--- src/design/jsrc_pkg.sv ---
// Shared types and constants for the JTAG shift and readback check unit.
`default_nettype none
package jsrc_pkg;

  typedef struct packed {
    logic       tms_level;
    logic [2:0] bit_count;
    logic [7:0] data_byte;
    logic [7:0] tdo_levels;
  } in_item_t;

  typedef struct packed {
    logic [7:0] captured_byte;
    logic       readback_mismatch;
  } out_item_t;

  // controller to datapath
  typedef struct packed {
    logic load;
    logic shift;
    logic finish;
  } jsrc_cmd_t;

  // datapath to controller
  typedef struct packed {
    logic last_bit;
    logic out_free;
  } jsrc_status_t;

  localparam int unsigned BYTE_W = 8;

  localparam logic [1:0] ST_IDLE   = 2'd0;
  localparam logic [1:0] ST_LOW    = 2'd1;
  localparam logic [1:0] ST_HIGH   = 2'd2;
  localparam logic [1:0] ST_FINISH = 2'd3;

endpackage
`default_nettype wire

--- src/design/jsrc_ctrl.sv ---
// Sequencer for the TCK phases of one command and the result handoff.
`default_nettype none
module jsrc_ctrl (
  input  wire logic                  clk,
  input  wire logic                  rst,
  input  wire logic                  in_valid,
  output logic                       in_stall,
  input  wire jsrc_pkg::jsrc_status_t status,
  output jsrc_pkg::jsrc_cmd_t        cmd
);
  import jsrc_pkg::*;

  logic [1:0] state;
  logic [1:0] state_next;

  assign in_stall = (state != ST_IDLE);

  always_comb begin
    state_next = state;
    cmd        = '0;
    case (state)
      ST_IDLE: begin
        if (in_valid) begin
          cmd.load   = 1'b1;
          state_next = ST_LOW;
        end
      end
      ST_LOW: begin
        // TDI settles with TCK low
        state_next = ST_HIGH;
      end
      ST_HIGH: begin
        // TCK high: sample TDO
        cmd.shift  = 1'b1;
        state_next = status.last_bit ? ST_FINISH : ST_LOW;
      end
      ST_FINISH: begin
        if (status.out_free) begin
          cmd.finish = 1'b1;
          state_next = ST_IDLE;
        end
      end
      default: begin
        state_next = ST_IDLE;
      end
    endcase
  end

  always_ff @(posedge clk) begin
    if (rst) begin
      state <= ST_IDLE;
    end else begin
      state <= state_next;
    end
  end

  a_load_only_idle: assert property (@(posedge clk) disable iff (rst)
    cmd.load |-> (state == ST_IDLE && in_valid))
    else $error("load outside idle");

  a_finish_after_high: assert property (@(posedge clk) disable iff (rst)
    (state == ST_HIGH && status.last_bit) |=> (state == ST_FINISH))
    else $error("last bit did not lead to finish");

  a_one_cmd: assert property (@(posedge clk) disable iff (rst)
    $onehot0({cmd.load, cmd.shift, cmd.finish}))
    else $error("more than one command at once");

endmodule
`default_nettype wire

--- src/design/jsrc_datapath.sv ---
// Capture shifter, bit counter, sent-byte history and result register.
`default_nettype none
module jsrc_datapath #(
  parameter int unsigned HISTORY_BYTES = 4
) (
  input  wire logic                 clk,
  input  wire logic                 rst,
  input  wire jsrc_pkg::in_item_t   in_data,
  input  wire jsrc_pkg::jsrc_cmd_t  cmd,
  output jsrc_pkg::jsrc_status_t    status,
  output logic                      out_valid,
  input  wire logic                 out_stall,
  output jsrc_pkg::out_item_t       out_data
);
  import jsrc_pkg::*;

  logic [BYTE_W-1:0] tdo_sr;
  logic [BYTE_W-1:0] captured;
  logic [BYTE_W-1:0] data_hold;
  logic [3:0]        bits_left;
  logic [BYTE_W-1:0] history [HISTORY_BYTES];
  logic [BYTE_W-1:0] oldest;

  assign oldest          = history[HISTORY_BYTES-1];
  assign status.last_bit = (bits_left == 4'd1);
  assign status.out_free = !out_valid || !out_stall;

  always_ff @(posedge clk) begin
    if (cmd.load) begin
      // align the first sample (bit count-1) to bit 7
      tdo_sr    <= in_data.tdo_levels << (3'd0 - in_data.bit_count);
      captured  <= '0;
      data_hold <= in_data.data_byte;
    end else if (cmd.shift) begin
      tdo_sr   <= {tdo_sr[BYTE_W-2:0], 1'b0};
      captured <= {captured[BYTE_W-2:0], tdo_sr[BYTE_W-1]};
    end
  end

  always_ff @(posedge clk) begin
    if (rst) begin
      bits_left <= '0;
    end else if (cmd.load) begin
      bits_left <= (in_data.bit_count == 3'd0) ? 4'd8 : {1'b0, in_data.bit_count};
    end else if (cmd.shift) begin
      bits_left <= bits_left - 4'd1;
    end
  end

  // advance the history once the comparison has used the oldest byte
  always_ff @(posedge clk) begin
    if (rst) begin
      for (int i = 0; i < HISTORY_BYTES; i++) begin
        history[i] <= '0;
      end
    end else if (cmd.finish) begin
      history[0] <= data_hold;
      for (int i = 1; i < HISTORY_BYTES; i++) begin
        history[i] <= history[i-1];
      end
    end
  end

  always_ff @(posedge clk) begin
    if (cmd.finish) begin
      out_data.captured_byte     <= captured;
      out_data.readback_mismatch <= (captured != oldest);
    end
  end

  always_ff @(posedge clk) begin
    if (rst) begin
      out_valid <= 1'b0;
    end else if (cmd.finish) begin
      out_valid <= 1'b1;
    end else if (!out_stall) begin
      out_valid <= 1'b0;
    end
  end

  a_finish_room: assert property (@(posedge clk) disable iff (rst)
    cmd.finish |-> (!out_valid || !out_stall))
    else $error("result overwrites a stalled beat");

  a_finish_valid: assert property (@(posedge clk) disable iff (rst)
    cmd.finish |=> out_valid)
    else $error("finished beat not presented");

  a_shift_counted: assert property (@(posedge clk) disable iff (rst)
    cmd.shift |-> (bits_left != 4'd0))
    else $error("shift with no bits left");

endmodule
`default_nettype wire

--- src/design/jtag_shift_readback_check_unit.sv ---
// Top level of the JTAG shift and readback check unit.
`default_nettype none
// Each command beat shifts 1 to 8 bits (a count of 0 means 8) with TMS held,
// two TCK phases per bit: TDI driven with TCK low, then TDO sampled with TCK
// high. The TCK phase sequencer accepts a command in idle, steps through
// the low and high phases once per bit, loads the result in its finish
// state and returns to idle before the next command is accepted; the input
// is stalled from acceptance until that return and also while a finished
// result waits on a stalled output. The captured byte holds the samples MSB
// first in its low count bits, and the mismatch flag compares it with the
// data byte sent HISTORY_BYTES commands earlier (zero bytes after reset). One
// result beat per command; the output register lets the next command run
// while a result waits to be taken.
module jtag_shift_readback_check_unit #(
  parameter int unsigned HISTORY_BYTES = 4
) (
  input  wire logic                clk,
  input  wire logic                rst,
  input  wire logic                in_valid,
  output logic                     in_stall,
  input  wire jsrc_pkg::in_item_t  in_data,
  output logic                     out_valid,
  input  wire logic                out_stall,
  output jsrc_pkg::out_item_t      out_data
);
  import jsrc_pkg::*;

  jsrc_cmd_t    cmd;
  jsrc_status_t status;

  jsrc_ctrl u_ctrl (
    .clk      (clk),
    .rst      (rst),
    .in_valid (in_valid),
    .in_stall (in_stall),
    .status   (status),
    .cmd      (cmd)
  );

  jsrc_datapath #(
    .HISTORY_BYTES (HISTORY_BYTES)
  ) u_datapath (
    .clk       (clk),
    .rst       (rst),
    .in_data   (in_data),
    .cmd       (cmd),
    .status    (status),
    .out_valid (out_valid),
    .out_stall (out_stall),
    .out_data  (out_data)
  );

endmodule
`default_nettype wire
--- config.mk ---
export PLATFORM = sky130hd
export DESIGN_NAME = jtag_shift_readback_check_unit
export DESIGN_NICKNAME = d
export VERILOG_FILES = /design/src/design/jsrc_pkg.sv /design/src/design/jsrc_ctrl.sv /design/src/design/jsrc_datapath.sv /design/src/design/jtag_shift_readback_check_unit.sv
export SDC_FILE = /design/constraint.sdc
export NUM_CORES = 1
export LEC_CHECK = 0
export BUFFER_PORTS_ARGS = -buffer_cell sky130_fd_sc_hd__buf_2
export CAP_MARGIN = 15
export CORE_ASPECT_RATIO = 1.1
export CORE_MARGIN = 3
export CORE_UTILIZATION = 35
export DETAILED_ROUTE_END_ITERATION = 10
export PLACE_DENSITY = 0.51
export SYNTH_ARGS = -nofsm -noshare
export SYNTH_HDL_FRONTEND = slang
export SYNTH_SLANG_ARGS = --single-unit
export TNS_END_PERCENT = 20
--- constraint.sdc ---
create_clock -name clk -period 4.25 [get_ports clk]
set_input_delay 0.85 -clock clk [delete_from_list [all_inputs] [get_ports clk]]
set_output_delay 0.85 -clock clk [all_outputs]
set_load 0.01 [all_outputs]
==> summary.txt, run 1 <==
Power and ir drop
  • Overall Power: 1.36 mW
  • Net Sw Frac: 22.5%
  • Max rail drop VDD: 0.226 mV
  • Leakage: 1.37 nW
  • Net Sw Power: 307 uW
  • PwrDens: 394 nW/um^2
  • Clock share of power: 31.9%
  • Internal Power: 1.06 mW
  • Sequential Power Share: 59.4%
  • Comb pwr share: 8.7%

Layout
  • Most frequent cells in the layout: edfxtp_1, and2_1, buf_2
  • Commonest non-fill, non-tap cell in the layout: edfxtp_1
  • Nets: 287
  • Ant. Diodes: 0
  • Layout cells sized above 1: 21.6%
  • Synth-to-Final Area Change: 13.6%

Clocking
  • Post-CTS Hold Fix Bufs: 0
  • Clock sink count: 72
  • Num CTS Buffers: 9
  • Post-CTS sizing: 0
  • Post-CTS Setup Bufs: 0
  • TritonCTS clock tree: done
  • CTS Root Cell: clkbuf_8
  • Clock transition at path regs: 70 ps
  • Skew-Pair Late Insertion Delay: 330 ps
  • Clk buf depth: 2
  • H-tree depth: 3

Critical path
  • CP endpoint: u_datapath.tdo_sr[7]$_DFFE_PP_
  • Flop-to-flop setup slack: 2280 ps
  • Reg2Reg Capture Point: u_datapath.history[0][3]$_SDFFCE_PN0P_
  • RR Startpoint: u_ctrl.state[0]$_SDFFE_PP0P_
  • CP Max Fanout: 12
  • Worst EP arrival: 2520 ps
  • Reg2reg path depth: 4
  • Setup crit end kind: flop
  • Critical Path RT: 4340 ps
  • CP Launch Type: primary input
  • CP Class: in2reg
  • Worst Setup SP: in_data[16]

Die
  • Top Ports: 35
  • Width of the die: 95.0 um
  • Die Area: 9870 sq um
  • Row cnt: 35
  • Initial Utilization: 36.3%
  • Core area: 8410 sq um
  • Die H: 104 um

GRT
  • First-pass GRT wire length: 7.60 mm
  • Grt ovf: 0
  • Initial antenna violation count: 0
  • Largest net degree at the start of global routing: 33
  • Gr usage total: 9.95%
  • Vias in the first global route: 1733

Drt
  • DRC: 0
  • Avg WL per Cell: 11.7 um
  • WL final: 4.41 mm
  • DR iter-0 viols: 62
  • Via-to-Cell Ratio: 4.64
  • ANT nets after route: 0
  • DRT Pass-1 Iters: 4
  • Via count: 1740

STA
  • Slew @ Worst Pin: 834 ps
  • Rel. slew slack: 44.3%
  • Worst Skew: 6.51 ps
  • Final critical-path required period: 2440 ps
  • Fin. Hold Viols: 0
  • Max Slew Vio Count: 0
  • Finish-stage setup viols: 0
  • Period Utilization, post-route: 57.3%
  • RSZ-0062 raised after global routing: false
  • Setup TNS: 0 ps
  • Fmax: 0.411 GHz

Place
  • RePlAce Congestion: 0.740
  • IO buf count: 33
  • Final HPWL from detailed placement: 2.88 mm

Synthesis
  • Post-Syn Nets: 252
  • EDFF count, synth: 57
  • Post-synthesis cell area: 3050 sq um
  • Syn Inst Count: 224
  • Ys flop type: edfxtp_1
  • Synth Warn #: 0
  • Count of cell types in the netlist: 40
  • Mapped Avg Cell Area: 13.6 sq um
  • Count of state elements after synthesis: 72
  • FFs w/ async S/R, synth: 0%
  • Post-synthesis sequential area ratio: 66.0%

Worst hold path
  • Hold Path Class: reg2reg

Job
  • Maxcap violations: 0

Outcome
  • Outcome: complete, no violations
[how the worst min path moves through the flow]
stage / startpoint / end / slack [ps] / cells after the start
after floorplan: u_datapath.tdo_sr[7]$_DFFE_PP_ / u_datapath.captured[0]$_SDFFE_PP0P_ / 440 / 1
after CTS: u_datapath.tdo_sr[7]$_DFFE_PP_ / u_datapath.captured[0]$_SDFFE_PP0P_ / 470 / 1
after detailed placement: u_datapath.tdo_sr[7]$_DFFE_PP_ / u_datapath.captured[0]$_SDFFE_PP0P_ / 460 / 1
after global routing: u_datapath.tdo_sr[7]$_DFFE_PP_ / u_datapath.captured[0]$_SDFFE_PP0P_ / 480 / 1
final: u_datapath.tdo_sr[7]$_DFFE_PP_ / u_datapath.captured[0]$_SDFFE_PP0P_ / 470 / 1
after global placement: u_datapath.tdo_sr[7]$_DFFE_PP_ / u_datapath.captured[0]$_SDFFE_PP0P_ / 460 / 1
[cell usage after synthesis, types with 4 or more instances]
library cell  count  area share [%]
a22oi_1           4            0.98
nand2_1           9             1.1
clkbuf_1          6            0.74
mux2i_1           5             1.6
and2_1           33             6.8
nand2b_1          6             1.2
a21oi_1           5            0.82
a22o_1            8             2.3
xor2_1            8             2.3
a31o_2            4             1.1
dfxtp_1          15             9.8
nor2_1            8            0.98
ha_1              4             1.6
inv_1            12             1.5
edfxtp_1         57              56
[power groups by stage]
stage          Sequential [mW]  Combinational (mW)  Clock, mW
4_1_cts                  0.811               0.120      0.454
6_report                 0.811               0.118      0.435
2_1_floorplan            0.823              0.0900          0
5_1_grt                  0.815               0.134      0.483
3_3_place_gp             0.826               0.118          0
3_5_place_dp             0.826               0.119          0
[layer usage]
layer | GRT usage [%] | routed length, um
met1 | 11.6 | 1970
met2 | 16.2 | 2140
met3 | 4.34 | 246
met4 | 3.40 | 50
met5 | 0 | 0
[metrics by stage]
| step | instance area, sq um | instances | worst slack (ps) | hold WS, ps | util [%] |
|---|---|---|---|---|---|
| after floorplan | 3050 | 224 | 1750 | 436 | - |
| after global placement | 3310 | 359 | 1460 | 461 | 39.3 |
| after detailed placement | 3310 | 359 | 1480 | 461 | 39.3 |
| after CTS | 3460 | 375 | 1830 | 472 | 41.2 |
| after global routing | 3460 | 375 | 1650 | 479 | 41.2 |
| final | 3460 | 375 | 1810 | 466 | 41.2 |
[registers in the layout, summed over array words and instances (netlist names)]
register              cells
u_datapath.bits_left      4
u_datapath.captured       8
u_datapath.history       32
u_datapath.out_data       9
u_datapath.data_hold      8
u_datapath.out_valid      1
u_datapath.tdo_sr         8
u_ctrl.state              2
[logic make-up (layout without fill, tap and decap cells)]
logic type / count (synthesis) / in the layout / share of synthesized area [%]
buffers and inverters: 23 / 63 / 3.45
XOR/XNOR: 8 / 8 / 2.30
flip-flops: 72 / 72 / 66.0
multiplexers: 8 / 8 / 3.49
AO/OA/AOI/OAI: 36 / 36 / 9.19
AND/OR/NAND/NOR: 73 / 73 / 14.0
adder cells (fa/ha/maj): 4 / 4 / 1.64
[critical path, cell delays in order]
cell,delay [ps]
buf_2,210
inv_1,110
ha_1,540
mux2i_1,400
a22oi_1,150
a31o_2,250
[final cells by class]
class,instances,area [sq um]
Fill cell,837,4940
Sequential cell,72,2010
Multi-Input combinational cell,129,932
Timing Repair Buffer,35,180
Tap cell,111,139
Clock buffer,12,135
Inverter,12,45.0
Clock inverter,4,21.3
Note: power is estimated with default switching activity, not from simulation.
==> run 2: changes to the inputs <==
PLACE_DENSITY = 0.53   (was 0.51)
clock period = 2 ns   (was 4.25 ns; I/O delays follow)
==> run 2 against run 1 <==
Against the previous run:
- count of clock-buffer cells in the layout stayed put
- core utilization is 1.1 points higher
- flip-flop and latch count stayed put
- clock power is 150% higher
- sequential share of layout area is 1.5 points lower
- first-iteration DRC count is 27% higher
- die area stayed put
- setup slack worse by 1500 ps
- non-clock buffer count is 7 higher
- cell count is 1.9% higher
==> summary.txt, run 2 (synthesis gave the netlist of run 1 again) <==
STA
  • Fin. Hold Viols: 0
  • Final critical-path required period: 1650 ps
  • Max Slew Vio Count: 0
  • Worst Skew: 10.5 ps
  • Rel. slew slack: 71.0%
  • Period Utilization, post-route: 82.6%
  • Fmax: 0.605 GHz
  • Worst setup margin: 348 ps
  • RSZ-0062 raised after global routing: false
  • Slew @ Worst Pin: 435 ps
  • Finish-stage setup viols: 0

Place
  • Dpl ws: 39.8 ps
  • IO buf count: 33
  • DP Area: 3360 sq um
  • Final HPWL from detailed placement: 3.05 mm
  • RePlAce Congestion: 0.774
  • Cell count after placement: 366

Critical path
  • CP Class: reg2reg
  • Setup crit end kind: flop
  • Crit path depth: 3
  • Reg2reg path depth: 3
  • Critical Path RT: 1980 ps
  • CP Max Fanout: 32
  • Delay of the slowest cell on the worst path: 490 ps
  • Worst EP arrival: 1630 ps
  • CP Launch Type: flop
  • Critical path's slowest cell: dfxtp_1
  • Crit-path cells: nand2_1 -> a21oi_1 -> or2_4
  • Crit-path leading delay family: simple AND/OR/NAND/NOR gates
  • Flop-to-flop setup slack: 350 ps
  • Worst path bufs/invs: 0

Clocking
  • Post-CTS Setup Bufs: 0
  • Clock transition at path regs: 70 ps
  • Post-CTS Hold Fix Bufs: 0
  • Clock sink count: 72
  • TritonCTS clock tree: done
  • H-tree depth: 3
  • CTS Root Cell: clkbuf_8
  • Skew-Pair Late Insertion Delay: 330 ps
  • Num CTS Buffers: 9
  • Clk buf depth: 2
  • Post-CTS sizing: 0

GRT
  • Largest net degree at the start of global routing: 33
  • Gr usage total: 9.59%
  • Vias in the first global route: 1702
  • Grt ovf: 0
  • Initial antenna violation count: 0
  • First-pass GRT wire length: 7.38 mm

Die
  • Die H: 104 um
  • Width of the die: 95.0 um
  • Row cnt: 35
  • Initial Utilization: 36.3%
  • Top Ports: 35
  • Die Area: 9870 sq um
  • Core area: 8410 sq um

Power and ir drop
  • Overall Power: 3.07 mW
  • PwrDens: 864 nW/um^2
  • Max rail drop VDD: 0.524 mV
  • Leakage: 1.42 nW

Job
  • Maxcap violations: 0

Drt
  • DRT Pass-1 Iters: 4
  • DR WL met3: 208 um
  • DRC: 0
  • WL final: 4.37 mm
  • ANT nets after route: 0
  • Met1 wire length: 1.92 mm
  • Via count: 1737
  • Met2 wire len: 2.19 mm
  • Via-to-Cell Ratio: 4.55
  • Max Used Layer: met4
  • DR iter-0 viols: 79
  • Avg WL per Cell: 11.4 um

Layout
  • Commonest non-fill, non-tap cell in the layout: edfxtp_1
  • Layout cells sized above 1: 24.0%
  • Total area of sequential cells: 2010 sq um
  • Post-route cell area: 3550 sq um
  • Max FFs per register: 32
  • Ant. Diodes: 0
  • Nets: 294
  • Final non-filler cell total: 382
  • Most flops, register: u_datapath.history
  • Multi-input logic area: 935 sq um
  • Fillers: 828
  • Most frequent cells in the layout: edfxtp_1, and2_1, buf_2
  • Synth-to-Final Area Change: 16.6%
  • Largest registers: u_datapath.history x32, u_datapath.out_data x9

Worst hold path
  • Hold Path Class: in2reg
  • WHS Path Cells: 1

Outcome
  • Outcome: complete, no violations
run 2: cell count changes in the layout (fill, tap and decap cells not counted), sizes merged:
cell    before  now
buf         35   42
bufinv       0    1
clkinv       3    2
run 2: per-layer routing:
metal | vias up | track usage [%]
met5 | - | 0
met2 | 33 | 15.7
li1 | 892 | -
met3 | 4 | 3.69
met4 | 0 | 3.71
met1 | 808 | 11.3
run 2: final timing paths:
| path | startpoint | endpoint |
|---|---|---|
| setup reg to reg | u_ctrl.state[0]$_SDFFE_PP0P_ | u_datapath.history[1][7]$_SDFFCE_PN0P_ |
| hold reg to reg | u_datapath.tdo_sr[7]$_DFFE_PP_ | u_datapath.captured[0]$_SDFFE_PP0P_ |
| setup / recovery | u_ctrl.state[0]$_SDFFE_PP0P_ | u_datapath.history[1][7]$_SDFFCE_PN0P_ |
| hold / removal | in_data[9] | u_datapath.data_hold[1]$_DFFE_PP_ |
run 2: power by group:
part	total (mW)	internal (mW)	switching (mW)
sequential	1.72	1.70	0.0276
combinational	0.266	0.123	0.143
clock	1.08	0.605	0.478
run 2: cell type report:
| cell class | instances | share of cell area [%] |
|---|---|---|
| Clock buffer | 12 | 4.08 |
| Clock inverter | 4 | 1.30 |
| Tap cell | 111 | 3.91 |
| Inverter | 12 | 1.27 |
| Multi-Input combinational cell | 129 | 26.3 |
| Timing Repair Buffer | 42 | 6.55 |
| Sequential cell | 72 | 56.6 |
run 2: worst register-to-register path, cell delays in order (launching register included):
cell and delay [ps]:
dfxtp_1 490, nand2_1 150, a21oi_1 210, or2_4 430
run 2: stage by stage:
| step | util, % | hold slack (ps) | setup TNS, ps |
|---|---|---|---|
| finish | 42.3 | 237 | 0 |
| global route | 42.3 | 218 | 0 |
| CTS | 42.3 | 217 | 0 |
| detailed placement | 40.0 | 461 | 0 |
| global placement | 40.0 | 459 | 0 |
| floorplan | - | 436 | -8.86 |
==> run 3: changes to the inputs <==
clock period = 1.3 ns   (was 2 ns; I/O delays follow)
==> run 3 against run 2 <==
Against the previous run:
- the flow now finishes with violations (setup timing)
- largest power group unchanged
- global-route usage rose by 0.82 points
- non-clock buffer count rose by 14
- sequential power rose by 53%
- flip-flop and latch count did not move
- clock skew fell by 2.6 ps
- register-to-register slack got worse by 440 ps
- clock power rose by 95%
- critical path depth did not move
- maximum frequency rose by 19%
- sequential share of layout area fell by 5.2 points
==> summary.txt, run 3 (synthesis gave the netlist of run 1 again) <==
Outcome
  • Outcome: finished with violations
  • Failing checks: setup timing

Drt
  • ANT nets after route: 0
  • DRC: 0
  • DRT Pass-1 Iters: 4
  • Avg WL per Cell: 12.0 um
  • Via-to-Cell Ratio: 4.59
  • Via count: 1822
  • WL final: 4.75 mm
  • DR iter-0 viols: 32

Clocking
  • Post-CTS Setup Bufs: 0
  • Skew-Pair Late Insertion Delay: 330 ps
  • Clk buf depth: 2
  • TritonCTS clock tree: done
  • Num CTS Buffers: 9
  • Clock transition at path regs: 80 ps
  • Clock sink count: 72
  • CTS Root Cell: clkbuf_8
  • H-tree depth: 3
  • Post-CTS Hold Fix Bufs: 0

GRT
  • Gr busiest metal: met2
  • Grt ovf: 0
  • Vias in the first global route: 1798
  • M1 GR Usage: 13.2%
  • Met3 GRT Util: 2.17%
  • First-pass GRT wire length: 8.09 mm
  • Largest net degree at the start of global routing: 33
  • Gr usage total: 10.4%
  • Met2 Track Usage GR: 16.8%
  • Initial antenna violation count: 0

Layout
  • Max FFs per register: 32
  • Fillers: 765
  • Ant. Diodes: 0
  • Most frequent cells in the layout: edfxtp_1, buf_2, and2_1
  • Nets: 309
  • Commonest non-fill, non-tap cell in the layout: edfxtp_1
  • Synth-to-Final Area Change: 28.7%
  • Most flops, register: u_datapath.history
  • Largest registers: u_datapath.history x32, u_datapath.out_data x9
  • Final core utilization: 46.7%
  • Layout cells sized above 1: 36.0%
  • Post-route cell area: 3920 sq um

Worst hold path
  • Hold Path Class: in2reg
  • Hold path start: in_data[15]

STA
  • Final critical-path required period: 1390 ps
  • Min Hold Slack: 101 ps
  • Fmax: 0.720 GHz
  • Max Slew Vio Count: 0
  • Fin. Hold Viols: 0
  • Period Utilization, post-route: 107%
  • Worst setup margin: -89.6 ps
  • Slew @ Worst Pin: 359 ps
  • Worst Skew: 7.95 ps
  • Finish-stage setup viols: 57
  • RSZ-0062 raised after global routing: true
  • Rel. slew slack: 76.0%

Critical path
  • Worst Setup SP: u_ctrl.state[1]$_SDFFE_PP0P_
  • RR Startpoint: u_ctrl.state[1]$_SDFFE_PP0P_
  • Critical Path RT: 1390 ps
  • CP Class: reg2reg
  • CP Launch Type: flop
  • CP Max Fanout: 6
  • Setup crit end kind: flop
  • Worst EP arrival: 1480 ps

Place
  • DP Area: 3600 sq um
  • Dpl ws: -378 ps
  • RePlAce Congestion: 0.790
  • Final HPWL from detailed placement: 3.21 mm
  • IO buf count: 33

Power and ir drop
  • Max rail drop VDD: 1.01 mV
  • PwrDens: 1360 nW/um^2
  • Leakage: 1.58 nW
  • Overall Power: 5.33 mW

Die
  • Die Area: 9870 sq um
  • Row cnt: 35
  • Core area: 8410 sq um
  • Top Ports: 35
  • Width of the die: 95.0 um
  • Die H: 104 um
  • Initial Utilization: 36.3%

Job
  • Maxcap violations: 0
-- run 3: cell count changes in the layout (fill, tap and decap cells not counted), sizes merged --
cell	previous run	this run
clkbuf	12	10
clkinvlp	1	0
bufinv	1	3
inv	12	13
buf	42	56
or3b	1	2
-- run 3: metrics by stage --
step | instances | setup TNS [ps]
after floorplan | 224 | -9110
after global placement | 380 | -3600
after detailed placement | 380 | -3540
after CTS | 397 | -3460
after global routing | 397 | -7210
final | 397 | -2960
-- run 3: worst max-delay path, cell delays in order, from the launching register on --
cell,delay (ps)
dfxtp_2,350
or3b_4,450
and2_4,160
a31o_4,190
-- run 3: timing repair --
action,CTS,global route
resized for setup,8,7
pin swaps,4,2
cloned,1,0
setup endpoints to repair,47,101
-- run 3: final timing paths --
kind	to	cells past startpoint	slack [ps]
worst max register to register	u_datapath.tdo_sr[6]$_DFFE_PP_	3	-90
worst min register to register	u_datapath.captured[0]$_SDFFE_PP0P_	1	490
worst min-delay path	u_datapath.data_hold[7]$_DFFE_PP_	1	100
worst max-delay path	u_datapath.tdo_sr[6]$_DFFE_PP_	3	-90
-- run 3: layout make-up --
type                    instances  area (sq um)  share of cell area, %
flip-flops and latches         72          2020                   51.4
repair buffers                 56           392                   9.98
clock inverters                 6           116                   2.97
well taps                     111           139                   3.54
multi-input cells             130          1080                   27.6
clock buffers                  10           128                   3.25
inverters                      12          50.0                   1.28
-- run 3: report_power, final --
part,switching (mW),internal [mW],leakage [nW]
logic,0.279,0.296,0.764
registers,0.0368,2.61,0.696
clock network,0.823,1.29,0.121
total,1.14,4.19,1.58
-- run 3: routing by layer --
metal,routed length [um],share of wire (%)
met1,2180,46
met2,2330,49
met3,169,3.6
met4,65,1.4
met5,0,0
